## config.mk

```make
export PLATFORM = sky130hd
export DESIGN_NAME = bacr_front_flat
export DESIGN_NICKNAME = d
export VERILOG_FILES = /design/src/rtl/bitmap_attribute_cell_render_core_defines.svh /design/src/rtl/bacr_pkg.sv /design/src/rtl/bacr_req_if.sv /design/src/rtl/bacr_front.sv /design/src/flat_wrapper.sv
export SDC_FILE = /design/constraint.sdc
export NUM_CORES = 1
export LEC_CHECK = 0
export BUFFER_PORTS_ARGS = -buffer_cell sky130_fd_sc_hd__buf_2
export CAP_MARGIN = 20
export CORE_ASPECT_RATIO = 1.1
export CORE_UTILIZATION = 28
export DETAILED_ROUTE_END_ITERATION = 8
export PLACE_DENSITY = 0.81
export SYNTH_ARGS = -nofsm -noshare
export SYNTH_HDL_FRONTEND = slang
export SYNTH_SLANG_ARGS = --single-unit
```

## constraint.sdc

```tcl
create_clock -name vclk -period 1.37
set_clock_uncertainty 0.1 [all_clocks]
set_input_delay 0.274 -clock vclk [all_inputs]
set_output_delay 0.274 -clock vclk [all_outputs]
set_load 0.02 [all_outputs]
```

## src/rtl/bitmap_attribute_cell_render_core_defines.svh

```systemverilog
// assertion macros shared by the render core
`ifndef BITMAP_ATTRIBUTE_CELL_RENDER_CORE_DEFINES_SVH
`define BITMAP_ATTRIBUTE_CELL_RENDER_CORE_DEFINES_SVH

// same-cycle implication, masked while reset is high
`define BACR_ASSERT_IMP(label, clk, rst, ante, cons, msg) \
   label: assert property (@(posedge clk) disable iff (rst) (ante) |-> (cons)) \
      else $error(msg);

// next-cycle implication, checked during reset as well
`define BACR_ASSERT_NEXT(label, clk, ante, cons, msg) \
   label: assert property (@(posedge clk) (ante) |=> (cons)) else $error(msg);

`endif

```

## src/rtl/bacr_pkg.sv

```systemverilog
package bacr_pkg;

   // video memory geometry
   localparam int VMEM_DEPTH  = 6912;
   localparam int ADDR_W      = 13;
   localparam logic [ADDR_W-1:0] ATTR_BASE = 13'h1800;
   localparam int WIN_LINES   = 192;
   localparam int WIN_CELLS   = 32;
   localparam int NUM_PIXELS  = 8;

   // screen border defaults
   localparam int HBORDER_CELLS_DEFAULT = 4;
   localparam int VBORDER_LINES_DEFAULT = 24;

   // command queue between front and back
   localparam int QUEUE_DEPTH = 2;

   // request op codes
   localparam logic [1:0] OP_WRITE  = 2'd0;
   localparam logic [1:0] OP_FRAME  = 2'd1;
   localparam logic [1:0] OP_RENDER = 2'd2;

   typedef logic [3:0] pixel_type;

   typedef enum logic [1:0] {
      KIND_WRITE,
      KIND_FRAME,
      KIND_BORDER,
      KIND_CELL
   } kind_type;

   typedef struct packed {
      kind_type          kind;
      logic [ADDR_W-1:0] addr;      // write address or bitmap address
      logic [7:0]        data;
      logic [ADDR_W-1:0] att_addr;
   } cmd_type;

   typedef struct packed {
      logic empty;
      logic full;
   } q_status_type;

   typedef enum logic [1:0] {
      ST_IDLE,
      ST_ATTR,
      ST_FINISH
   } state_type;

endpackage

```

## src/rtl/bacr_req_if.sv

```systemverilog
interface bacr_req_if;
   logic       valid;
   logic       ready;
   logic [1:0] op;
   logic [12:0] mem_address;
   logic [7:0] mem_data;
   logic [7:0] screen_line;
   logic [5:0] cell_column;

   modport source (output valid, op, mem_address, mem_data, screen_line, cell_column,
                   input ready);
   modport sink (input valid, op, mem_address, mem_data, screen_line, cell_column,
                 output ready);
endinterface

```

## src/rtl/bacr_front.sv

```systemverilog
module bacr_front import bacr_pkg::*; #(
   parameter int HBORDER_CELLS = HBORDER_CELLS_DEFAULT,
   parameter int VBORDER_LINES = VBORDER_LINES_DEFAULT
) (
   bacr_req_if.sink     req_chan,
   input  q_status_type q_status,
   output logic         push,
   output cmd_type      push_cmd
);

   localparam logic [8:0] LINE_LO = 9'(VBORDER_LINES);
   localparam logic [8:0] LINE_HI = 9'(VBORDER_LINES + WIN_LINES);
   localparam logic [6:0] CELL_LO = 7'(HBORDER_CELLS);
   localparam logic [6:0] CELL_HI = 7'(HBORDER_CELLS + WIN_CELLS);

   logic              in_window;
   logic              keep;
   logic [7:0]        row;
   logic [5:0]        col_full;
   logic [4:0]        col;
   logic [ADDR_W-1:0] bmp_addr;
   logic [ADDR_W-1:0] att_addr;

   // window check and interleaved addresses
   always_comb begin
      in_window = ({1'b0, req_chan.screen_line} >= LINE_LO) &&
                  ({1'b0, req_chan.screen_line} <  LINE_HI) &&
                  ({1'b0, req_chan.cell_column} >= CELL_LO) &&
                  ({1'b0, req_chan.cell_column} <  CELL_HI);
      row       = req_chan.screen_line - 8'(VBORDER_LINES);
      col_full  = req_chan.cell_column - 6'(HBORDER_CELLS);
      col       = col_full[4:0];
      bmp_addr  = {row[7:6], row[2:0], row[5:3], col};
      att_addr  = ATTR_BASE + {3'b000, row[7:3], col};
   end

   // classify the request
   always_comb begin
      keep              = 1'b0;
      push_cmd.kind     = KIND_WRITE;
      push_cmd.addr     = req_chan.mem_address;
      push_cmd.data     = req_chan.mem_data;
      push_cmd.att_addr = att_addr;
      case (req_chan.op)
         OP_WRITE: begin
            keep = (req_chan.mem_address < 13'(VMEM_DEPTH));
         end
         OP_FRAME: begin
            keep          = 1'b1;
            push_cmd.kind = KIND_FRAME;
         end
         OP_RENDER: begin
            keep          = 1'b1;
            push_cmd.kind = in_window ? KIND_CELL : KIND_BORDER;
            push_cmd.addr = bmp_addr;
         end
         default: begin
            keep = 1'b0;
         end
      endcase
   end

   // unused ops and out-of-range writes are taken and dropped
   assign req_chan.ready = !q_status.full;
   assign push           = req_chan.valid && !q_status.full && keep;

endmodule

```

## src/flat_wrapper.sv

```systemverilog
// flat-port wrapper written by rule: the top's interface ports become plain ports
module bacr_front_flat import bacr_pkg::*;
#(
   parameter int HBORDER_CELLS = HBORDER_CELLS_DEFAULT,
   parameter int VBORDER_LINES = VBORDER_LINES_DEFAULT
)
  (q_status, push, push_cmd, req_chan_valid, req_chan_op, req_chan_mem_address, req_chan_mem_data, req_chan_screen_line, req_chan_cell_column, req_chan_ready);
  bacr_req_if req_chan_i ();
  input  q_status_type q_status;
  output logic push;
  output cmd_type push_cmd;
  input wire logic [$bits(req_chan_i.valid)-1:0] req_chan_valid;
  input wire logic [$bits(req_chan_i.op)-1:0] req_chan_op;
  input wire logic [$bits(req_chan_i.mem_address)-1:0] req_chan_mem_address;
  input wire logic [$bits(req_chan_i.mem_data)-1:0] req_chan_mem_data;
  input wire logic [$bits(req_chan_i.screen_line)-1:0] req_chan_screen_line;
  input wire logic [$bits(req_chan_i.cell_column)-1:0] req_chan_cell_column;
  output wire logic [$bits(req_chan_i.ready)-1:0] req_chan_ready;
  assign req_chan_i.valid = req_chan_valid;
  assign req_chan_i.op = req_chan_op;
  assign req_chan_i.mem_address = req_chan_mem_address;
  assign req_chan_i.mem_data = req_chan_mem_data;
  assign req_chan_i.screen_line = req_chan_screen_line;
  assign req_chan_i.cell_column = req_chan_cell_column;
  assign req_chan_ready = req_chan_i.ready;
  bacr_front #(.HBORDER_CELLS(HBORDER_CELLS), .VBORDER_LINES(VBORDER_LINES)) u_core (.req_chan(req_chan_i), .q_status(q_status), .push(push), .push_cmd(push_cmd));
endmodule
```

[Word level (Yosys, flattened, before mapping)]
Cells that the tools add are included.
Storage, ports and cells
  flip-flop bits (word level): 0
  bits of input ports: 40
  word-level logic and storage cells: 22
Operators by class
  add/subtract/negate cells: 3
  order comparisons: 5
  equality and inequality tests: 2
  mux-type cells: 4
  reductions and logical operators: 8
Operator list (number)
  12-bit by 11-bit adder with 13-bit output, first input constant: 1
  13-bit < comparator, second input constant: 1
  13-bit 2-to-1 mux: 1
  8-bit by 5-bit greater-or-equal comparator with 1-bit output, second input constant: 1
  8-bit < comparator, second input constant: 1
  8-bit by 5-bit subtractor with 8-bit output, second input constant: 1
  6-bit by 3-bit greater-or-equal comparator with 1-bit output, second input constant: 1
  6-bit < comparator, second input constant: 1
  1-bit logical AND: 5
  5-bit by 3-bit subtractor with 5-bit output, second input constant: 1
  2-bit one-hot mux with 2 select lines: 1
  2-bit by 1-bit equality test with 1-bit output, second input constant: 1
  2-bit equality test, second input constant: 1
  2-bit zero test: 1
  1-bit one-hot mux with 2 select lines: 1
  2-bit OR reduction: 1
  1-bit zero test: 1
  1-bit 2-to-1 mux: 1

[Depth between registers and ports, before layout]
Gate-level depths: netlist of the first run.
  depth in word-level cells: 6
  gate-level depth with buffers: 6

[Worst setup path after synthesis of the first run]
No wires, ideal clock.
  kind: input to output
  start: in req_chan_screen_line[3]
  end: out push_cmd[33] (netlist bit)
  arrival time: 1.384 ns
  data required time: 0.996 ns
  path slack: -0.388 ns
  cell stages on the path: 4
  path buffers: 0
  cells stage by stage: ha_1 nor3_2 xor2_1 mux2_2
RTL lines
  start, declared: line flat_wrapper.sv:16  | input wire logic [$bits(req_chan_i.screen_line)-1:0] req_chan_screen_line;
  end, declared: line flat_wrapper.sv:11  | output cmd_type push_cmd;

==> load_flow_metrics.sql, run 1 <==
INSERT INTO impl_metrics (metric_group, metric, value, unit) VALUES
('outcome', 'outcome', 'complete, but fails checks', ''),
('outcome', 'violated_checks', 'design-rule violations, negative setup slack', ''),
('synth', 'synth_compound_area_share', '8.491', '%'),
('global_route', 'number_of_global_route_vias_before_repair', '599', ''),
('route', 'wl_met2', '977', 'um'),
('pwr', 'cellPowerDensity', '424.0', 'mW/mm2'),
('layout', 'regArea', '0', 'um2'),
('layout', 'seq_cell_count', '0', ''),
('setup_path', 'crit_arrival', '1.33', 'ns'),
('synth', 'synth_cell_types', '21', ''),
('sta', 'final.period_utilization', '124.1', '%'),
('sta', 'timing.final.max_slew_violations', '0', ''),
('route', 'drtAntennaViolNets', '0', ''),
('route', 'maxUsedRoutingLayer', 'met4', ''),
('route', 'detail_route.wirelength.met1', '585', 'um'),
('floorplanning', 'boundaryPins', '78', ''),
('pwr', 'vdd_drop_max', '0.2626', 'mV'),
('min_path', 'hold_path_depth', '0', ''),
('setup_path', 'crit_path_start_kind', 'primary input', ''),
('flow_run', 'maxCapViolCount', '0', ''),
('synth', 'yosys.cell_count.top_type', 'buf_4', ''),
('placed_design', 'numPortBuffers', '58', ''),
('global_route', 'largest_net_degree_at_the_start_of_global_routing', '9', ''),
('floorplanning', 'floorplan.core_area', '0.001782', 'mm2'),
('setup_path', 'timing.critical_path.fanout_max', '3', ''),
('route', 'met3RoutedLength', '177', 'um'),
('synth', 'postSynthAreaPerCell', '8.289', 'um2'),
('global_route', 'globalRoute.totalOverflow', '0', ''),
('setup_path', 'cpPeakStageDelay', '0.31', 'ns'),
('synth', 'adder_cell_share_of_the_synthesized_area', '16.51', '%'),
('setup_path', 'worstSetupEndpointType', 'primary output', ''),
('setup_path', 'worst-endpoint-required', '1.00', 'ns'),
('floorplanning', 'placementRows', '16', ''),
('synth', 'portion_of_netlist_area_occupied_by_mux_cells', '27.59', '%'),
('synth', 'synthesis.area', '530.5', 'um2'),
('layout', 'antenna_cells', '0', ''),
('setup_path', 'startpoint', 'req_chan_screen_line[4]', ''),
('synth', 'area_share_of_the_largest_cell_type_after_synthesis', '27.59', '%'),
('route', 'num_vias', '696', ''),
('route', 'wl', '1766', 'um'),
('setup_path', 'critical-path-slowest-cell', 'or3_1', ''),
('route', 'wl_per_cell', '12.35', 'um'),
('sta', 'final.hold.worst_slack', '0.4480', 'ns'),
('route', 'drt_iter0_drc', '17', ''),
('floorplanning', 'design.die.area', '0.002073', 'mm2'),
('clocking', 'hold_buffers', '0', ''),
('synth', 'post_synth_xor_area_fraction', '6.604', '%'),
('sta', 'grt_setup_unrepaired', 'true', ''),
('synth', 'ys.warnings.count', '0', ''),
('floorplanning', 'floorplan.initialDensity', '29.78', '%'),
('route', 'drcViolationCount', '12', ''),
('synth', 'synth_area_leaders', 'mux2_2, buf_4, ha_1, inv_1, xor2_1', ''),
('global_route', 'groute.usage.overall', '15.93', '%'),
('min_path', 'hold_end', 'push_cmd[16]', ''),
('floorplanning', 'die_ht', '47.65', 'um'),
('min_path', 'worstHoldPathType', 'in -> out', ''),
('global_route', 'antenna_found_initial', '0', ''),
('global_route', 'grt_pass1_wl', '2504', 'um'),
('placed_design', 'routabilityCongestion', '0.7266', ''),
('layout', 'n_clock_buffer', '0', ''),
('synth', 'yosys.area_share.simple', '14.62', '%'),
('sta', 'fmax', '588.1', 'MHz'),
('layout', 'drive_above_1_share', '84.80', '%'),
('synth', 'netlist.top_cell.by_area', 'mux2_2', ''),
('synth', 'synth_cells', '64', ''),
('placed_design', 'detailed_place_hpwl', '1291', 'um'),
('synth', 'combinational_family_with_the_most_area_after_synthesis', 'multiplexers', ''),
('sta', 'setup-violations-final', '17', ''),
('setup_path', 'critPathKind', 'in -> out', ''),
('synth', 'synth-seq-area-share', '0', '%'),
('layout', 'layout-area-overhead-vs-synth', '128.5', '%'),
('sta', 'fin_crit', '1.700', 'ns'),
('sta', 'post-route-worst-setup-slack', '-0.3305', 'ns'),
('sta', 'final-hold-violation-count', '0', ''),
('route', 'drtPass1Iterations', '5', ''),
('route', 'detail_route.vias_per_cell', '4.867', ''),
('layout', 'final_util', '68.05', '%'),
('setup_path', 'crit_chain', 'buf_8 -> ha_4 -> nor4b_4 -> or3_1 -> a21oi_2 -> o21ai_2 -> buf_6', ''),
('pwr', 'leakagePower', '0.6243', 'nW'),
('floorplanning', 'die_w', '43.50', 'um'),
('min_path', 'min_from', 'req_chan_mem_data[3]', ''),
('synth', 'synth.top_cells.by_count', 'buf_4, mux2_2, ha_1, inv_1', ''),
('layout', 'nNetsFinal', '174', '');
worst max-delay path: cells and delay by family:
family,cells,cell delay [ns]
buf+inv,2,0.23
fa+ha+maj,1,0.15
compound gates,2,0.23
simple gates,2,0.43
layout by cell type, fill, tap and decap left out:
cell type   instances
a21oi_2             2
nand2_1             2
mux2_4             13
a21oi_4             1
clkinvlp_4          2
inv_4               1
xnor2_2             1
nand3_1             1
buf_2              35
o21ai_2             1
buf_6              18
nand2b_1            1
buf_8               3
nor4b_4             2
conb_1              3
nand4_1             1
or3_1               1
inv_2               1
a211o_1             1
xor2_4              1
ha_1                3
xor2_2              2
nor2_1              1
ha_4                4
buf_4              17
a21oi_1             1
a21o_1              1
buf_12              1
nor3_4              1
inv_1               3
power by group:
| part | internal, mW | leakage, nW | switching (mW) |
|---|---|---|---|
| Clock | 0 | 0 | 0 |
| Sequential | 0 | 0 | 0 |
| Combinational | 0.275 | 0.624 | 0.239 |
| Total | 0.275 | 0.624 | 0.239 |
what timing repair did:
item / 4_1_cts / 5_1_grt
pin swaps: 9 / 8
endpoints found under the setup margin: 18 / 20
resized for setup: 48 / 12
setup buffers: 3 / 0
cells by family after synthesis:
| kind of cell | Yosys count |
|---|---|
| xor+xnor | 4 |
| buf+inv | 21 |
| fa+ha+maj | 7 |
| simple gates | 10 |
| compound gates | 7 |
| mux | 13 |
| other cells | 2 |
through the flow:
stage               cells  power (mW)  setup slack, ns  area, um2  setup TNS (ns)
floorplan              65      0.2867          -0.1208      683.2          -1.230
global placement      140      0.3930          -0.3716      984.7          -4.497
detailed placement    140      0.4013          -0.3914      984.7          -4.760
CTS                   143      0.4925          -0.3840       1170          -4.058
global route          143      0.5476          -0.3959       1212          -4.342
finish                143      0.5141          -0.3305       1212          -3.881
final cells by class:
cell class                 count  area, um2
tap                           18      22.52
inverter                       7      36.28
timing repair buffer          74      570.5
fill                         146      569.3
multi-input combinational     44      583.1
how the worst max path moves through the flow:
stage	to	slack (ns)	depth (start not counted)
final	push_cmd[34]	-0.33	7
after floorplan	push_cmd[34]	-0.12	6
after global placement	push_cmd[34]	-0.37	7
after detailed placement	push_cmd[34]	-0.39	7
after global routing	push_cmd[34]	-0.40	7
after CTS	push_cmd[34]	-0.38	7
metal layers:
layer  global-route usage [%]  vias to the layer above
met2                    37.27                       52
met1                    15.18                      318
li1                         -                      322
met5                        0                        -
met4                    2.500                        0
met3                    1.132                        4
(Power assumes the default switching activity.)
==> inputs of run 2 (changes only) <==
--- a/config.mk
+++ b/config.mk
@@ -5,12 +5,13 @@
 export SDC_FILE = /design/constraint.sdc
 export NUM_CORES = 1
 export LEC_CHECK = 0
+export ABC_AREA = 1
 export BUFFER_PORTS_ARGS = -buffer_cell sky130_fd_sc_hd__buf_2
 export CAP_MARGIN = 20
 export CORE_ASPECT_RATIO = 1.1
-export CORE_UTILIZATION = 28
+export CORE_UTILIZATION = 29
 export DETAILED_ROUTE_END_ITERATION = 8
-export PLACE_DENSITY = 0.81
+export PLACE_DENSITY = 0.82
 export SYNTH_ARGS = -nofsm -noshare
 export SYNTH_HDL_FRONTEND = slang
 export SYNTH_SLANG_ARGS = --single-unit
==> run 2 against run 1 <==
The flow finishes with violations (negative setup slack). Sequential share of layout area did not move. Hold slack barely moved. Via count increased by 41%. Setup slack worse by 0.0043 ns. First-iteration DRC count is 47% higher. Final area rose by 24%. Non-clock buffer count up 7. Critical path depth is 3 higher. Global-route usage up 12 points. Maximum frequency is 0.25% lower. Core utilization increased by 17 points. Die area shrank 0.90%. Critical endpoint unchanged.
==> load_flow_metrics.sql, run 2 <==
INSERT INTO impl_metrics (metric_group, metric, value, unit) VALUES
('layout', 'mostFrequentLayoutCell', 'buf_2', ''),
('sta', 'setup-violations-final', '18', ''),
('pwr', 'leakagePower', '0.7695', 'nW'),
('synth', 'netlist.top_cell.by_area', 'nand2_1', ''),
('global_route', 'grt_pass1_wl', '4160', 'um'),
('placed_design', 'routabilityCongestion', '0.6972', ''),
('synth', 'synthesis.area', '544.3', 'um2'),
('flow_run', 'maxCapViolCount', '0', ''),
('layout', 'nNetsFinal', '219', ''),
('clocking', 'hold_buffers', '0', ''),
('floorplanning', 'die_w', '43.31', 'um'),
('setup_path', 'timing.critical_path.fanout_max', '2', ''),
('layout', 'seq_cell_count', '0', ''),
('synth', 'ys.warnings.count', '0', ''),
('synth', 'portion_of_netlist_area_occupied_by_mux_cells', '0', '%'),
('floorplanning', 'floorplan.core_area', '0.001762', 'mm2'),
('setup_path', 'crit_path_start_kind', 'primary input', ''),
('route', 'drcViolationCount', '0', ''),
('setup_path', 'critical-path-slowest-cell', 'a21oi_4', ''),
('sta', 'fmax', '586.6', 'MHz'),
('synth', 'adder_cell_share_of_the_synthesized_area', '16.09', '%'),
('setup_path', 'critPathKind', 'in -> out', ''),
('synth', 'synth_cells', '103', ''),
('setup_path', 'worst-endpoint-required', '1.00', 'ns'),
('sta', 'final-hold-violation-count', '0', ''),
('setup_path', 'crit_buf_inv', '3', ''),
('setup_path', 'path_delay_family', 'simple AND/OR/NAND/NOR gates', ''),
('floorplanning', 'floorplan.initialDensity', '30.89', '%'),
('route', 'drtAntennaViolNets', '0', ''),
('sta', 'post-route-worst-setup-slack', '-0.3348', 'ns'),
('layout', 'antenna_cells', '0', ''),
('layout', 'final_cell_count_no_fill', '188', ''),
('global_route', 'groute.usage.overall', '27.47', '%'),
('route', 'detail_route.vias_per_cell', '5.202', ''),
('placed_design', 'detailed_place_hpwl', '1610', 'um'),
('layout', 'most-common-layout-cells', 'buf_2, buf_6, nand2_2, buf_4', ''),
('outcome', 'outcome', 'complete, but fails checks', ''),
('setup_path', 'crit_chain', 'buf_8 -> inv_6 -> ha_4 -> nand2_2 -> nor2_1 -> nor2_1 -> nor2_1 -> nand3_1 -> a21oi_4 -> buf_6', ''),
('layout', 'n_clock_buffer', '0', ''),
('global_route', 'largest_net_degree_at_the_start_of_global_routing', '7', ''),
('route', 'drtPass1Iterations', '4', ''),
('min_path', 'hold_end', 'push_cmd[16]', ''),
('placed_design', 'detailed_place.area', '0.001033', 'mm2'),
('sta', 'final.period_utilization', '124.4', '%'),
('min_path', 'worstHoldPathType', 'in -> out', ''),
('setup_path', 'crit_arrival', '1.33', 'ns'),
('floorplanning', 'die_ht', '47.44', 'um'),
('pwr', 'cellPowerDensity', '430.0', 'mW/mm2'),
('synth', 'synth_compound_area_share', '10.11', '%'),
('route', 'wl', '3541', 'um'),
('synth', 'yosys.area_share.simple', '33.79', '%'),
('global_route', 'antenna_found_initial', '0', ''),
('sta', 'grt_setup_unrepaired', 'true', ''),
('placed_design', 'placed_cells_incl_taps', '183', ''),
('synth', 'postSynthAreaPerCell', '5.284', 'um2'),
('sta', 'fin_crit', '1.705', 'ns'),
('synth', 'synth_cell_types', '13', ''),
('synth', 'yosys.cell_count.top_type', 'nand2_1', ''),
('synth', 'area_share_of_the_largest_cell_type_after_synthesis', '23.45', '%'),
('layout', 'layout-area-overhead-vs-synth', '175.9', '%'),
('layout', 'final_area', '0.001501', 'mm2'),
('synth', 'synth-seq-area-share', '0', '%'),
('floorplanning', 'design.die.area', '0.002054', 'mm2'),
('pwr', 'total_power', '0.6456', 'mW'),
('sta', 'timing.final.max_slew_violations', '0', ''),
('placed_design', 'numPortBuffers', '58', ''),
('layout', 'final_util', '85.23', '%'),
('global_route', 'globalRoute.totalOverflow', '0', ''),
('route', 'num_vias', '978', ''),
('global_route', 'number_of_global_route_vias_before_repair', '900', ''),
('floorplanning', 'placementRows', '16', ''),
('route', 'drt_iter0_drc', '25', ''),
('synth', 'synth_area_leaders', 'nand2_1, buf_4, ha_1, inv_1, o21ai_0', ''),
('route', 'wl_per_cell', '18.84', 'um'),
('setup_path', 'worstSetupEndpointType', 'primary output', ''),
('setup_path', 'critPathMostFrequentCell', 'nor2_1', ''),
('min_path', 'min_from', 'req_chan_mem_data[3]', ''),
('floorplanning', 'boundaryPins', '78', ''),
('layout', 'drive_above_1_share', '77.06', '%'),
('min_path', 'hold_path_depth', '0', ''),
('layout', 'regArea', '0', 'um2'),
('synth', 'combinational_family_with_the_most_area_after_synthesis', 'simple AND/OR/NAND/NOR gates', ''),
('synth', 'post_synth_xor_area_fraction', '6.437', '%'),
('synth', 'synth.top_cells.by_count', 'nand2_1, inv_1, buf_4, o21ai_0', ''),
('setup_path', 'cpPeakStageDelay', '0.19', 'ns'),
('outcome', 'violated_checks', 'negative setup slack', ''),
('pwr', 'vdd_drop_max', '0.3084', 'mV');
==> run 2: cell types whose count changed after synthesis, moves of 3 or more <==
cell | previous run | this run
nand2_1 | 2 | 34
mux2_2 | 13 | 0
nor2_1 | 1 | 7
o21ai_0 | 0 | 8
nand3_1 | 1 | 4
inv_1 | 7 | 18
==> run 2: layout make-up <==
type / count / area (um2)
fill: 87 / 260.3
inverter: 18 / 91.34
multi-input combinational: 71 / 693.2
tap: 18 / 22.52
timing repair buffer: 81 / 694.4
==> run 2: per-stage QoR <==
stage          hold WS [ns]  setup slack [ns]  TNS (ns)
6_report             0.4480           -0.3348    -2.065
5_1_grt              0.4480           -0.3800    -2.513
4_1_cts              0.4481           -0.2443    -1.156
3_5_place_dp         0.4481           -0.3691    -2.881
3_3_place_gp         0.4481           -0.3333    -2.556
2_1_floorplan        0.5110           -0.1237   -0.3860
==> run 2: routing by layer <==
| metal | track usage (%) | vias to the layer above | share of wire (%) |
|---|---|---|---|
| met5 | 0 | - | 0 |
| met4 | 12.12 | 0 | 6.5 |
| met3 | 5.283 | 28 | 6.8 |
| met2 | 56.72 | 74 | 53 |
| met1 | 26.82 | 453 | 34 |
| li1 | - | 423 | - |
==> run 2: worst max-delay path by stage <==
stage	from	to	slack (ns)	cells after the start
floorplan	req_chan_cell_column[2]	push_cmd[34]	-0.12	7
global placement	req_chan_cell_column[3]	push_cmd[34]	-0.33	10
detailed placement	req_chan_cell_column[3]	push_cmd[34]	-0.37	10
CTS	req_chan_cell_column[3]	push_cmd[34]	-0.24	10
global route	req_chan_cell_column[3]	push_cmd[34]	-0.38	10
finish	req_chan_cell_column[3]	push_cmd[34]	-0.33	10
==> run 2: report_power, final <==
part / internal [mW] / leakage (nW) / switching, mW / total (mW)
Combinational: 0.310 / 0.770 / 0.336 / 0.646
Clock: 0 / 0 / 0 / 0
Sequential: 0 / 0 / 0 / 0
Total: 0.310 / 0.770 / 0.336 / 0.646
==> run 2: repair_timing <==
action | CTS | global route
buffers inserted | 4 | 1
hold endpoints to repair | 0 | 0
pin swaps | 25 | 11
resized for setup | 91 | 32
gates cloned | 1 | 0
setup endpoints to repair | 18 | 20
==> run 2: cell families (layout without fill, tap and decap cells) <==
family,Yosys count,count (layout)
fa+ha+maj,7,7
compound gates,11,11
xor+xnor,4,4
buf+inv,33,99
simple gates,46,46
other cells,2,3
