### src/rtl/bitmap_attribute_cell_render_core_defines.svh
// assertion macros shared by the render core
`ifndef BITMAP_ATTRIBUTE_CELL_RENDER_CORE_DEFINES_SVH
`define BITMAP_ATTRIBUTE_CELL_RENDER_CORE_DEFINES_SVH

// same-cycle implication, masked while reset is high
`define BACR_ASSERT_IMP(label, clk, rst, ante, cons, msg) \
   label: assert property (@(posedge clk) disable iff (rst) (ante) |-> (cons)) \
      else $error(msg);

// next-cycle implication, checked during reset as well
`define BACR_ASSERT_NEXT(label, clk, ante, cons, msg) \
   label: assert property (@(posedge clk) (ante) |=> (cons)) else $error(msg);

`endif

### src/rtl/bacr_pkg.sv
package bacr_pkg;

   // video memory geometry
   localparam int VMEM_DEPTH  = 6912;
   localparam int ADDR_W      = 13;
   localparam logic [ADDR_W-1:0] ATTR_BASE = 13'h1800;
   localparam int WIN_LINES   = 192;
   localparam int WIN_CELLS   = 32;
   localparam int NUM_PIXELS  = 8;

   // screen border defaults
   localparam int HBORDER_CELLS_DEFAULT = 4;
   localparam int VBORDER_LINES_DEFAULT = 24;

   // command queue between front and back
   localparam int QUEUE_DEPTH = 2;

   // request op codes
   localparam logic [1:0] OP_WRITE  = 2'd0;
   localparam logic [1:0] OP_FRAME  = 2'd1;
   localparam logic [1:0] OP_RENDER = 2'd2;

   typedef logic [3:0] pixel_type;

   typedef enum logic [1:0] {
      KIND_WRITE,
      KIND_FRAME,
      KIND_BORDER,
      KIND_CELL
   } kind_type;

   typedef struct packed {
      kind_type          kind;
      logic [ADDR_W-1:0] addr;      // write address or bitmap address
      logic [7:0]        data;
      logic [ADDR_W-1:0] att_addr;
   } cmd_type;

   typedef struct packed {
      logic empty;
      logic full;
   } q_status_type;

   typedef enum logic [1:0] {
      ST_IDLE,
      ST_ATTR,
      ST_FINISH
   } state_type;

endpackage

### src/rtl/bacr_queue.sv
module bacr_queue import bacr_pkg::*; (
   input  logic         clock,
   input  logic         reset,
   input  logic         push,
   input  cmd_type      push_cmd,
   input  logic         pop,
   output cmd_type      head,
   output q_status_type status
);

   localparam int PTR_W = (QUEUE_DEPTH > 1) ? $clog2(QUEUE_DEPTH) : 1;
   localparam int CNT_W = $clog2(QUEUE_DEPTH + 1);
   localparam logic [PTR_W-1:0] LAST = PTR_W'(QUEUE_DEPTH - 1);

   cmd_type          entry_ff [QUEUE_DEPTH];
   logic [PTR_W-1:0] wr_ptr_ff, wr_ptr_in;
   logic [PTR_W-1:0] rd_ptr_ff, rd_ptr_in;
   logic [CNT_W-1:0] count_ff, count_in;

   // pointer and fill count update
   always_comb begin
      wr_ptr_in = wr_ptr_ff;
      rd_ptr_in = rd_ptr_ff;
      count_in  = count_ff;
      if (push) begin
         wr_ptr_in = (wr_ptr_ff == LAST) ? '0 : wr_ptr_ff + 1'b1;
      end
      if (pop) begin
         rd_ptr_in = (rd_ptr_ff == LAST) ? '0 : rd_ptr_ff + 1'b1;
      end
      if (push && !pop) begin
         count_in = count_ff + 1'b1;
      end else if (pop && !push) begin
         count_in = count_ff - 1'b1;
      end
   end

   always_ff @(posedge clock) begin
      if (reset) begin
         wr_ptr_ff <= '0;
         rd_ptr_ff <= '0;
         count_ff  <= '0;
      end else begin
         wr_ptr_ff <= wr_ptr_in;
         rd_ptr_ff <= rd_ptr_in;
         count_ff  <= count_in;
      end
   end

   // entry storage
   always_ff @(posedge clock) begin
      if (push) begin
         entry_ff[wr_ptr_ff] <= push_cmd;
      end
   end

   assign head         = entry_ff[rd_ptr_ff];
   assign status.empty = (count_ff == '0);
   assign status.full  = (count_ff == CNT_W'(QUEUE_DEPTH));

endmodule

### config.mk
export PLATFORM = sky130hd
export DESIGN_NAME = bacr_queue
export DESIGN_NICKNAME = d
export VERILOG_FILES = /design/src/rtl/bitmap_attribute_cell_render_core_defines.svh /design/src/rtl/bacr_pkg.sv /design/src/rtl/bacr_queue.sv
export SDC_FILE = /design/constraint.sdc
export NUM_CORES = 1
export LEC_CHECK = 0
export BUFFER_PORTS_ARGS = -buffer_cell sky130_fd_sc_hd__buf_2
export CORE_ASPECT_RATIO = 0.75
export CORE_UTILIZATION = 51
export CTS_CLUSTER_SIZE = 28
export DETAILED_ROUTE_END_ITERATION = 10
export PLACE_DENSITY = 0.78
export SLEW_MARGIN = 10
export SYNTH_ARGS = -nofsm -noshare
export SYNTH_HDL_FRONTEND = slang
export SYNTH_SLANG_ARGS = --single-unit
### constraint.sdc
create_clock -name clock -period 2.69 [get_ports clock]
set_clock_uncertainty 0.05 [all_clocks]
set_input_delay 0.1345 -clock clock [delete_from_list [all_inputs] [get_ports clock]]
set_output_delay 0.1345 -clock clock [all_outputs]
set_load 0.01 [all_outputs]
# After elaboration in Yosys (flattened, before gate mapping)
# Memories as Yosys holds them, arrays and structs flattened. A register that Yosys moved wholly into a read port is not among the register bits.
# Index checks and enable logic that the tools add are counted.
[totals]
word_cells = 23
mem_count = 1
output_inout_bits = 38
reg_bits = 4
ram_bits = 72
[memory_table]
columns = ["memory", "depth", "width", "read_ports", "rd_ports_with_merged_regs", "wr", "line", "rtl"]
rows = [
  ["entry_ff", 2, 36, 1, 1, 1, "bacr_queue.sv:15", "cmd_type entry_ff [QUEUE_DEPTH];"],
]
[op_classes]
n_mux = 8
addsub = 4
n_reduce_logical = 6
eq_ne = 1
[op_table]
columns = ["op", "count"]
rows = [
  ["$mux 1", 6],
  ["$mux 2", 2],
  ["$add 1x1->1 const B", 2],
  ["$add 2x1->2 const B", 1],
  ["$eq 2x2->1 const B", 1],
  ["$logic_and 1x1->1", 2],
  ["$logic_not 1->1", 2],
  ["$logic_not 2->1", 1],
  ["$reduce_bool 2->1", 1],
  ["$sub 2x1->2 const B", 1],
]

# Longest topological paths before layout
# Gate-level depths: netlist of the first run.
[logic_depth]
depth_word = 4
depth_mapped = 5
mapped_depth_nobuf = 5

# Worst setup path after synthesis of the first run
# No wires, ideal clock.
[synth_path]
path_type = "register to register"
start = "register wr_ptr_ff"
end = "memory entry_ff[0][0] in the netlist's numbering, enable pin"
synth_period_minus_slack_ns = 2.427
n_path_buf = 0
setup_time_ns = 0.433
slack_ns = 0.263
stages_incl_launch_ff = 2
arrival_time_ns = 1.943
required_ns = 2.207
cell_sequence = "dfxtp_1 -> nor2b_1"
[synth_rtl]
columns = ["item", "line", "rtl"]
rows = [
  ["start, declared", "bacr_queue.sv:16", "logic [PTR_W-1:0] wr_ptr_ff, wr_ptr_in;"],
  ["start signal, assigned", "bacr_queue.sv:44", "wr_ptr_ff <= wr_ptr_in;"],
  ["end, declared", "bacr_queue.sv:15", ""],
]
# Straight into the memory's write port.

==> results of run 1 <==
[routing by layer]
| metal | up-vias | GRT usage [%] | part of all wire (%) |
|---|---|---|---|
| met5 | - | 0 | 0 |
| met1 | 746 | 19.7 | 43 |
| met2 | 65 | 31.0 | 49 |
| li1 | 762 | - | - |
| met4 | 0 | 6.76 | 1.3 |
| met3 | 8 | 7.49 | 6.4 |
[state kept, by name, summed over array words and instances (netlist names), named ones only]
signal / cells
rd_ptr_ff: 1
entry_ff: 72
count_ff: 2
wr_ptr_ff: 1
[worst max path at each step]
stage               startpoint              to  slack [ns]  cells past startpoint
finish               flip-flop         head[5]        0.68                      2
global route         flip-flop         head[5]        0.57                      2
CTS                  flip-flop         head[5]        0.63                      2
detailed placement   flip-flop         head[5]        1.01                      2
global placement     flip-flop         head[5]        1.03                      2
floorplan            wr_ptr_ff  entry_ff[0][0]        0.26                      1
[placed cells by master (no fill, tap or decap)]
cell           synthesis  routed
mux2_2                36      36
xnor2_1                2       2
and2b_2                1       1
bufinv_16              0       2
dlygate4sd3_1          0      37
dfxtp_2                0       1
clkinvlp_4             0       3
clkbuf_8               0       9
clkinv_2               0       1
o21ai_0                1       1
nor2b_4                0       1
xor2_1                 2       2
ha_1                   1       1
dfxtp_1                5       4
nor2_1                 5       5
buf_4                  0       2
inv_1                  1       1
clkbuf_1               0       1
and2_2                 0       1
edfxtp_1              72      72
buf_2                  1      77
a21oi_1                1       1
or3_1                  1       1
[kinds of logic (layout without fill, tap and decap cells)]
group           count (synthesis)  count (layout)
compound gates                  2               2
mux                            36              36
simple gates                    9               9
flops                          77              77
buf+inv                         5             133
xor+xnor                        4               4
fa+ha+maj                       1               1
[power by group through the flow]
| stage | sequential (mW) | combinational, mW | clock, mW |
|---|---|---|---|
| final | 1.44 | 0.313 | 0.923 |
| after global routing | 1.44 | 0.339 | 0.996 |
| after CTS | 1.44 | 0.315 | 0.947 |
| after detailed placement | 1.46 | 0.271 | 0 |
| after global placement | 1.46 | 0.266 | 0 |
| after floorplan | 1.44 | 0.178 | 0 |
[critical path: stages (launching register included)]
cell and delay [ns]:
dfxtp_2 0.90, mux2_2 0.44, buf_2 0.14
[final cells by class]
class,count,area [sq um],area share [%]
Clock buffer,10,128,3.30
Tap cell,75,93.8,2.43
Inverter,1,3.75,0.0971
Sequential cell,77,2260,58.6
Multi-Input combinational cell,52,518,13.4
Clock inverter,6,87.6,2.27
Timing Repair Buffer,116,771,19.9
[stage by stage]
stage               worst slack, ns  cell area (sq um)  utilization (%)  hold WS, ns
finish                        0.679               3860             72.6       0.0273
global route                  0.571               3860             72.6      0.00865
CTS                           0.628               3860             72.6      0.00807
detailed placement             1.01               3280             61.6        0.277
global placement               1.03               3280             61.6        0.272
floorplan                     0.263               2810                -        0.154
[timing repair]
| item | 4_1_cts | 5_1_grt |
|---|---|---|
| hold buffers | 37 | 0 |
| setup endpoints to repair | 0 | 0 |
| hold endpoints to repair | 77 | 0 |
==> flow_metrics.py, run 1 <==
metrics = {
    "layout": {
        "nFillCells": 351,
        "fin_nets": 298,
        "drive_gt1_share_pct": 51.1,
        "area_delta_synth_final_pct": 37.4,
        "diodes": 0,
        "final_cell_count_no_fill": 337,
    },
    "global_route": {
        "grt_pass1_vias": 1604,
        "grt_max_degree": 37,
        "antenna_found_initial": 0,
        "track_usage_pct": 17.9,
        "grt_pass1_wl_um": 7200,
        "overflow": 0,
    },
    "synthesis": {
        "yosys.area.top_type_share_pct": 76.8,
        "yosysMostFrequentCell": "edfxtp_1",
        "synth_cell_type_count": 16,
        "muxShareOfSynthArea_pct": 14.4,
        "synthTopCellsByCount": "72 x edfxtp_1, 36 x mux2_2, 5 x dfxtp_1, 5 x nor2_1, 3 x buf_6",
        "yosysWarnings": 0,
        "syn_area_per_cell_sq_um": 21.0,
        "synth_cells": 134,
        "ys_seq_area_share_pct": 80.4,
        "synth_top_family_by_area": "multiplexers",
        "async_reset_ff_share_pct": 0,
        "syn_nets": 175,
        "synth_edf_count": 72,
        "ys.flop_type": "edfxtp_1",
        "synthAdderAreaFrac_pct": 0.445,
        "ys_ff_latch": 77,
        "synthTopCellsByArea": "edfxtp_1 77%, mux2_2 14%, dfxtp_1 3.6%",
        "synth_xor_area_share_pct": 1.24,
        "yosys.area_share.simple_pct": 1.65,
        "yosys.area.top_type": "edfxtp_1",
        "netlist_area_sq_um": 2810,
        "synth_compound_area_share_pct": 0.356,
    },
    "routing": {
        "routedWlPerCell_um": 14.5,
        "vias_per_cell": 4.69,
        "postRouteAntennaNets": 0,
        "drt_iter0_drc": 46,
        "routed_wirelength_um": 4880,
        "drc": 0,
        "firstDrtPassIters": 4,
        "vias": 1581,
    },
    "power_and_ir_drop": {
        "ir_drop_v": 0.000592,
        "power_density_nw_per_um2": 691,
        "power_mw": 2.67,
        "power_switching_mw": 0.583,
        "sw_frac_of_total_pct": 21.8,
        "combPwrFrac_pct": 11.7,
        "p_leak_nw": 1.48,
        "internal-power_mw": 2.09,
        "seq_power_share_pct": 53.7,
        "clkPwrFrac_pct": 34.5,
    },
    "sta": {
        "worstMarginPinSlew_ns": 0.868,
        "finalSetupViolations": 0,
        "max_freq_mhz": 497,
        "rsz0062_at_grt": "no",
        "fin_tns_setup_ns": 0,
        "finalCriticalPeriod_ns": 2.01,
        "slew_violations": 0,
        "slew_headroom_pct": 42.1,
        "fin_crit_sh_pct": 74.8,
        "finalHoldViolCount": 0,
    },
    "placement": {
        "dp_hpwl_um": 2820,
        "io_buffers": 77,
        "gp_congestion": 0.660,
        "place_inst": 284,
    },
    "floorplanning": {
        "die_area_sq_um": 5820,
        "coreArea_sq_um": 5320,
        "rows": 23,
        "start_util_pct": 52.9,
        "die_x_um": 87.8,
        "io_pins": 78,
        "die_h_um": 66.3,
    },
    "clock_network": {
        "numCtsBuffers": 9,
        "ctsResizeCount": 0,
        "cts-root-buf": "clkbuf_8",
        "clkLatencyLatePin_ns": 0.34,
        "numClockSinks": 77,
        "clkTransAtPathRegs_ns": 0.07,
        "cts_setup_buffers": 0,
        "clock_path_buffers": 2,
        "cts_tree": "yes",
        "htreeDepth": 3,
    },
    "job": {
        "cap_violations": 0,
    },
    "status": {
        "outcome": "finished clean",
    },
    "critical_path": {
        "end_kind": "output pin",
        "worstPathRequired_ns": 2.51,
        "crit_arrival_ns": 1.83,
        "r2r_start": "wr_ptr_ff",
        "r2r_setup_slack_ns": 1.10,
        "r2r_cells": 1,
        "path_max_fanout": 36,
        "startpoint_type": "flip-flop",
        "path_class": "flip-flop to output pin",
        "r2r_end": "entry_ff[1][13]",
    },
    "worst_hold_path": {
        "hp-start": "pop",
        "hold_path_depth": 3,
        "hp-class": "primary input to flip-flop",
    },
}
No activity file was read; power rests on OpenSTA's default activity.
==> run 2, diff against run 1 <==
==> constraint.sdc (replaced) <==
create_clock -name clock -period 1.95 [get_ports clock]
set_clock_uncertainty 0.05 [all_clocks]
set_input_delay 0.0975 -clock clock [delete_from_list [all_inputs] [get_ports clock]]
set_output_delay 0.0975 -clock clock [all_outputs]
set_load 0.01 [all_outputs]
==> flow_metrics.py, run 2 (synthesis results as in run 1) <==
metrics = {
    "layout": {
        "fin_area_sq_um": 3920,
        "area_delta_synth_final_pct": 39.3,
        "largest_register_ffs": 72,
        "diodes": 0,
        "top_register": "entry_ff",
        "final_common_cell": "buf_2",
        "fin_nets": 301,
        "drive_gt1_share_pct": 50.2,
        "top_regs": "entry_ff: 72 flops, count_ff: 2 flops",
        "final_cell_mix": "77 x buf_2, 72 x edfxtp_1, 39 x dlygate4sd3_1, 36 x mux2_2, 9 x clkbuf_8",
    },
    "placement": {
        "io_buffers": 77,
        "gp_congestion": 0.722,
        "dpl_cell_area_sq_um": 3320,
        "dp_hpwl_um": 2830,
    },
    "clock_network": {
        "clkTransAtPathRegs_ns": 0.07,
        "clkLatencyLatePin_ns": 0.33,
        "cts_tree": "yes",
        "htreeDepth": 3,
        "clock_path_buffers": 2,
        "cts-root-buf": "clkbuf_8",
        "cts_setup_buffers": 0,
        "numCtsBuffers": 9,
        "numClockSinks": 77,
    },
    "critical_path": {
        "path_class": "flip-flop to output pin",
        "worstPathRequired_ns": 1.80,
        "crit_path_max_incr_delay_ns": 0.38,
        "crit_arrival_ns": 1.44,
        "path_max_fanout": 36,
        "path_cells": "buf_12, mux2_2, buf_2",
        "slowest_stage": "mux2_2",
        "end_kind": "output pin",
        "startpoint_type": "flip-flop",
        "path_delay_family": "multiplexers",
        "timing.critical_path.buf_inv": 2,
    },
    "sta": {
        "worstMarginPinSlew_ns": 0.216,
        "fin_tns_setup_ns": 0,
        "fin_crit_sh_pct": 81.5,
        "slew_headroom_pct": 85.6,
        "finalCriticalPeriod_ns": 1.59,
        "finalSetupViolations": 0,
        "max_freq_mhz": 629,
        "rsz0062_at_grt": "no",
        "finalHoldViolCount": 0,
        "slew_violations": 0,
    },
    "routing": {
        "vias_per_cell": 4.74,
        "drc": 0,
        "drt_iter0_drc": 68,
        "firstDrtPassIters": 4,
        "routed_wirelength_um": 5000,
        "postRouteAntennaNets": 0,
        "routedWlPerCell_um": 14.7,
        "vias": 1612,
    },
    "floorplanning": {
        "coreArea_sq_um": 5320,
        "io_pins": 78,
        "start_util_pct": 52.9,
        "die_x_um": 87.8,
        "rows": 23,
        "die_h_um": 66.3,
        "die_area_sq_um": 5820,
    },
    "power_and_ir_drop": {
        "power_density_nw_per_um2": 937,
        "p_leak_nw": 1.51,
        "ir_drop_v": 0.000722,
    },
    "global_route": {
        "grt_max_degree": 37,
        "track_usage_pct": 18.6,
        "overflow": 0,
        "grt_pass1_vias": 1610,
        "antenna_found_initial": 0,
        "grt_pass1_wl_um": 7470,
    },
    "status": {
        "outcome": "finished clean",
    },
    "worst_hold_path": {
        "hp-class": "primary input to flip-flop",
    },
    "job": {
        "cap_violations": 0,
    },
}
## run 2: metrics by stage
stage               utilization, %  setup slack, ns  instances  total power [mW]  hold WS [ns]
floorplan                        -            0.208        134              2.23         0.117
global placement              62.4            0.733        285              2.40         0.235
detailed placement            62.4            0.724        285              2.41         0.239
CTS                           73.6            0.344        340              3.70         0.409
global route                  73.6            0.292        340              3.81         0.413
finish                        73.6            0.360        340              3.67         0.427
## run 2: report_power, final
group	leakage, nW	internal, mW	switching [mW]
sequential	0.718	1.92	0.0302
clock	0.105	0.708	0.526
combinational	0.686	0.258	0.228
## run 2: layer usage
metal  GRT usage (%)  up-vias  part of all wire, %
met1            22.0      772                   45
met2            28.9       58                   47
met4            7.17        0                  1.6
met5               0        -                    0
li1                -      772                    -
met3            9.49       10                  6.5
## run 2: repair_timing
item	CTS	global route
hold buffers	39	0
gates resized for setup	0	0
endpoints found under the hold margin	77	0
## run 2: worst paths after layout
check | from | endpoint | slack [ns] | cells past startpoint
setup / recovery | flip-flop | head[19] | 0.36 | 3
hold / removal | push_cmd[23] | entry_ff[1][23] | 0.43 | 2
setup reg to reg | wr_ptr_ff | entry_ff[1][34] | 0.77 | 2
hold reg to reg | count_ff[1] | count_ff[1] | 0.47 | 2
## run 2: layout make-up
| cell class | count | area, sq um |
|---|---|---|
| Multi-Input combinational cell | 52 | 518 |
| Clock buffer | 10 | 128 |
| Tap cell | 75 | 93.8 |
| Fill cell | 328 | 1400 |
| Timing Repair Buffer | 119 | 836 |
| Clock inverter | 6 | 77.6 |
| Inverter | 1 | 3.75 |
| Sequential cell | 77 | 2260 |
## run 2: worst register-to-register path, cell delays in order, from the launching register on
cell     delay, ns
dfxtp_1       0.40
and2_2        0.20
buf_12        0.22
==> run 3, diff against run 2 <==
--- a/config.mk
+++ b/config.mk
@@ -5,12 +5,13 @@
 export SDC_FILE = /design/constraint.sdc
 export NUM_CORES = 1
 export LEC_CHECK = 0
+export ABC_AREA = 1
 export BUFFER_PORTS_ARGS = -buffer_cell sky130_fd_sc_hd__buf_2
 export CORE_ASPECT_RATIO = 0.75
-export CORE_UTILIZATION = 51
+export CORE_UTILIZATION = 47
 export CTS_CLUSTER_SIZE = 28
 export DETAILED_ROUTE_END_ITERATION = 10
-export PLACE_DENSITY = 0.78
+export PLACE_DENSITY = 0.75
 export SLEW_MARGIN = 10
 export SYNTH_ARGS = -nofsm -noshare
 export SYNTH_HDL_FRONTEND = slang
==> constraint.sdc (replaced) <==
create_clock -name clock -period 1.4 [get_ports clock]
set_clock_uncertainty 0.05 [all_clocks]
set_input_delay 0.07 -clock clock [delete_from_list [all_inputs] [get_ports clock]]
set_output_delay 0.07 -clock clock [all_outputs]
set_load 0.01 [all_outputs]
==> flow_metrics.py, run 3 <==
metrics = {
    "sta": {
        "worstMarginPinSlew_ns": 0.224,
        "slew_headroom_pct": 85.1,
        "rsz0062_at_grt": "yes",
        "finalCriticalPeriod_ns": 1.47,
        "holdWs_ns": 0.398,
        "max_freq_mhz": 680,
        "fin_crit_sh_pct": 105,
        "finalHoldViolCount": 0,
        "setup_ws_ns": -0.0704,
        "slew_violations": 0,
        "finalSetupViolations": 36,
        "fin_tns_setup_ns": -1.86,
    },
    "synthesis": {
        "yosys.area.top_type": "edfxtp_1",
        "ys.flop_type": "edfxtp_1",
        "synth_xor_area_share_pct": 0.294,
        "syn_area_per_cell_sq_um": 20.5,
        "muxShareOfSynthArea_pct": 17.4,
        "synthAdderAreaFrac_pct": 0.420,
        "async_reset_ff_share_pct": 0,
        "yosysMostFrequentCell": "edfxtp_1",
        "synth_compound_area_share_pct": 0.336,
        "ys_seq_area_share_pct": 76.0,
        "yosysWarnings": 0,
        "syn_nets": 186,
        "synthTopCellsByArea": "edfxtp_1 73%, mux2_4 15%, dfxtp_1 3.4%",
        "synth_cells": 145,
        "synth_cell_type_count": 16,
        "synth_edf_count": 72,
        "synthTopCellsByCount": "72 x edfxtp_1, 30 x mux2_4, 9 x inv_1",
        "synth_top_family_by_area": "multiplexers",
        "ys_ff_latch": 77,
        "yosys.area_share.simple_pct": 2.06,
        "netlist_area_sq_um": 2980,
        "yosys.area.top_type_share_pct": 72.6,
    },
    "routing": {
        "drc": 0,
        "vias": 1673,
        "firstDrtPassIters": 3,
        "drt_iter0_drc": 74,
        "routedWlPerCell_um": 14.3,
        "postRouteAntennaNets": 0,
        "routed_wirelength_um": 5130,
        "vias_per_cell": 4.67,
    },
    "placement": {
        "dp_hpwl_um": 3140,
        "io_buffers": 77,
        "gp_congestion": 0.678,
        "place_ws_ns": 0.238,
    },
    "layout": {
        "top_regs": "entry_ff: 72 flops, count_ff: 2 flops",
        "drive_gt1_share_pct": 49.3,
        "final_common_cell": "edfxtp_1",
        "diodes": 0,
        "final_cell_mix": "72 x edfxtp_1, 45 x buf_2, 40 x dlygate4sd3_1, 36 x mux2_4, 33 x buf_6",
        "largest_register_ffs": 72,
        "fin_nets": 317,
        "top_register": "entry_ff",
        "nFillCells": 375,
        "seqCellArea_sq_um": 2270,
        "multi_input_area_sq_um": 648,
        "area_delta_synth_final_pct": 45.5,
    },
    "clock_network": {
        "htreeDepth": 3,
        "numClockSinks": 77,
        "cts-root-buf": "clkbuf_8",
        "clock_path_buffers": 2,
        "clkTransAtPathRegs_ns": 0.07,
        "cts_tree": "yes",
        "numCtsBuffers": 9,
        "clkLatencyLatePin_ns": 0.33,
    },
    "status": {
        "outcome": "finished with violations",
        "violations": "negative setup slack",
    },
    "global_route": {
        "overflow": 0,
        "antenna_found_initial": 0,
        "grt_max_degree": 22,
        "grt_pass1_wl_um": 8220,
        "track_usage_pct": 17.2,
        "grt_pass1_vias": 1702,
    },
    "power_and_ir_drop": {
        "ir_drop_v": 0.000712,
        "p_leak_nw": 1.76,
        "power_mw": 5.11,
        "power_density_nw_per_um2": 1180,
    },
    "critical_path": {
        "r2r_setup_slack_ns": 0.16,
        "r2r_start": "rd_ptr_ff",
        "worstPathRequired_ns": 1.28,
        "end_kind": "output pin",
        "path_max_fanout": 17,
        "startpoint_type": "flip-flop",
        "crit_arrival_ns": 1.35,
        "r2r_cells": 3,
        "path_class": "flip-flop to output pin",
    },
    "floorplanning": {
        "die_h_um": 70.9,
        "die_x_um": 93.9,
        "start_util_pct": 50.1,
        "io_pins": 78,
        "coreArea_sq_um": 5950,
        "die_area_sq_um": 6660,
        "rows": 24,
    },
    "worst_hold_path": {
        "hp-class": "primary input to flip-flop",
        "hp-start": "push_cmd[30]",
        "hold_path_depth": 2,
        "hold_end": "entry_ff[1][30]",
    },
    "job": {
        "cap_violations": 0,
    },
}
-- run 3: through the flow --
stage	area, sq um	instances	utilization, %
after CTS	4320	358	72.7
after global routing	4330	358	72.9
after global placement	3520	303	59.2
final	4330	358	72.9
after detailed placement	3520	303	59.2
after floorplan	2990	145	-
-- run 3: area by class of cell --
class                      count  share of cell area, %
tap                           78                   2.25
inverter                       9                  0.866
clock buffer                  10                   2.94
clock inverter                 5                   1.21
sequential                    77                   52.3
multi-input combinational     55                   15.0
timing repair buffer         124                   25.5
-- run 3: cell families (layout without fill, tap and decap cells) --
group                      count (synthesis)  count (layout)
DFF                                       77              77
muxes                                     36              36
and+or+nand+nor                           15              15
buffers and inverters                     13             148
AOI/OAI and AO/OA                          2               2
adders and majority gates                  1               1
xor gates and xnor gates                   1               1
-- run 3: repair_timing --
| action | 4_1_cts | 5_1_grt |
|---|---|---|
| pin swaps | 0 | 0 |
| endpoints found under the hold margin | 77 | 0 |
| hold buffers | 40 | 0 |
| setup buffers | 0 | 0 |
| gates resized for setup | 39 | 2 |
| setup endpoints to repair | 36 | 37 |
-- run 3: how the worst max path moves through the flow --
stage / endpoint / cells past startpoint
global placement: head[24] / 3
CTS: head[4] / 3
floorplan: entry_ff[1][0] / 2
detailed placement: head[24] / 3
global route: head[4] / 3
finish: head[30] / 3
-- run 3: power breakdown --
part	internal, mW	switching, mW	leakage [nW]
Sequential	2.66	0.0427	0.718
Combinational	0.537	0.337	0.949
Clock	0.804	0.733	0.0919
-- run 3: layer usage --
layer | vias up | track usage [%] | wire length, um
li1 | 806 | - | -
met1 | 808 | 20.4 | 2120
met2 | 49 | 28.6 | 2670
met3 | 10 | 5.27 | 231
met4 | 0 | 8.72 | 104
met5 | - | 0 | 0
-- run 3: worst max-delay path: stages (launching register included) --
cell     delay, ns
dfxtp_4       0.38
buf_12        0.18
mux2_4        0.32
buf_6         0.12
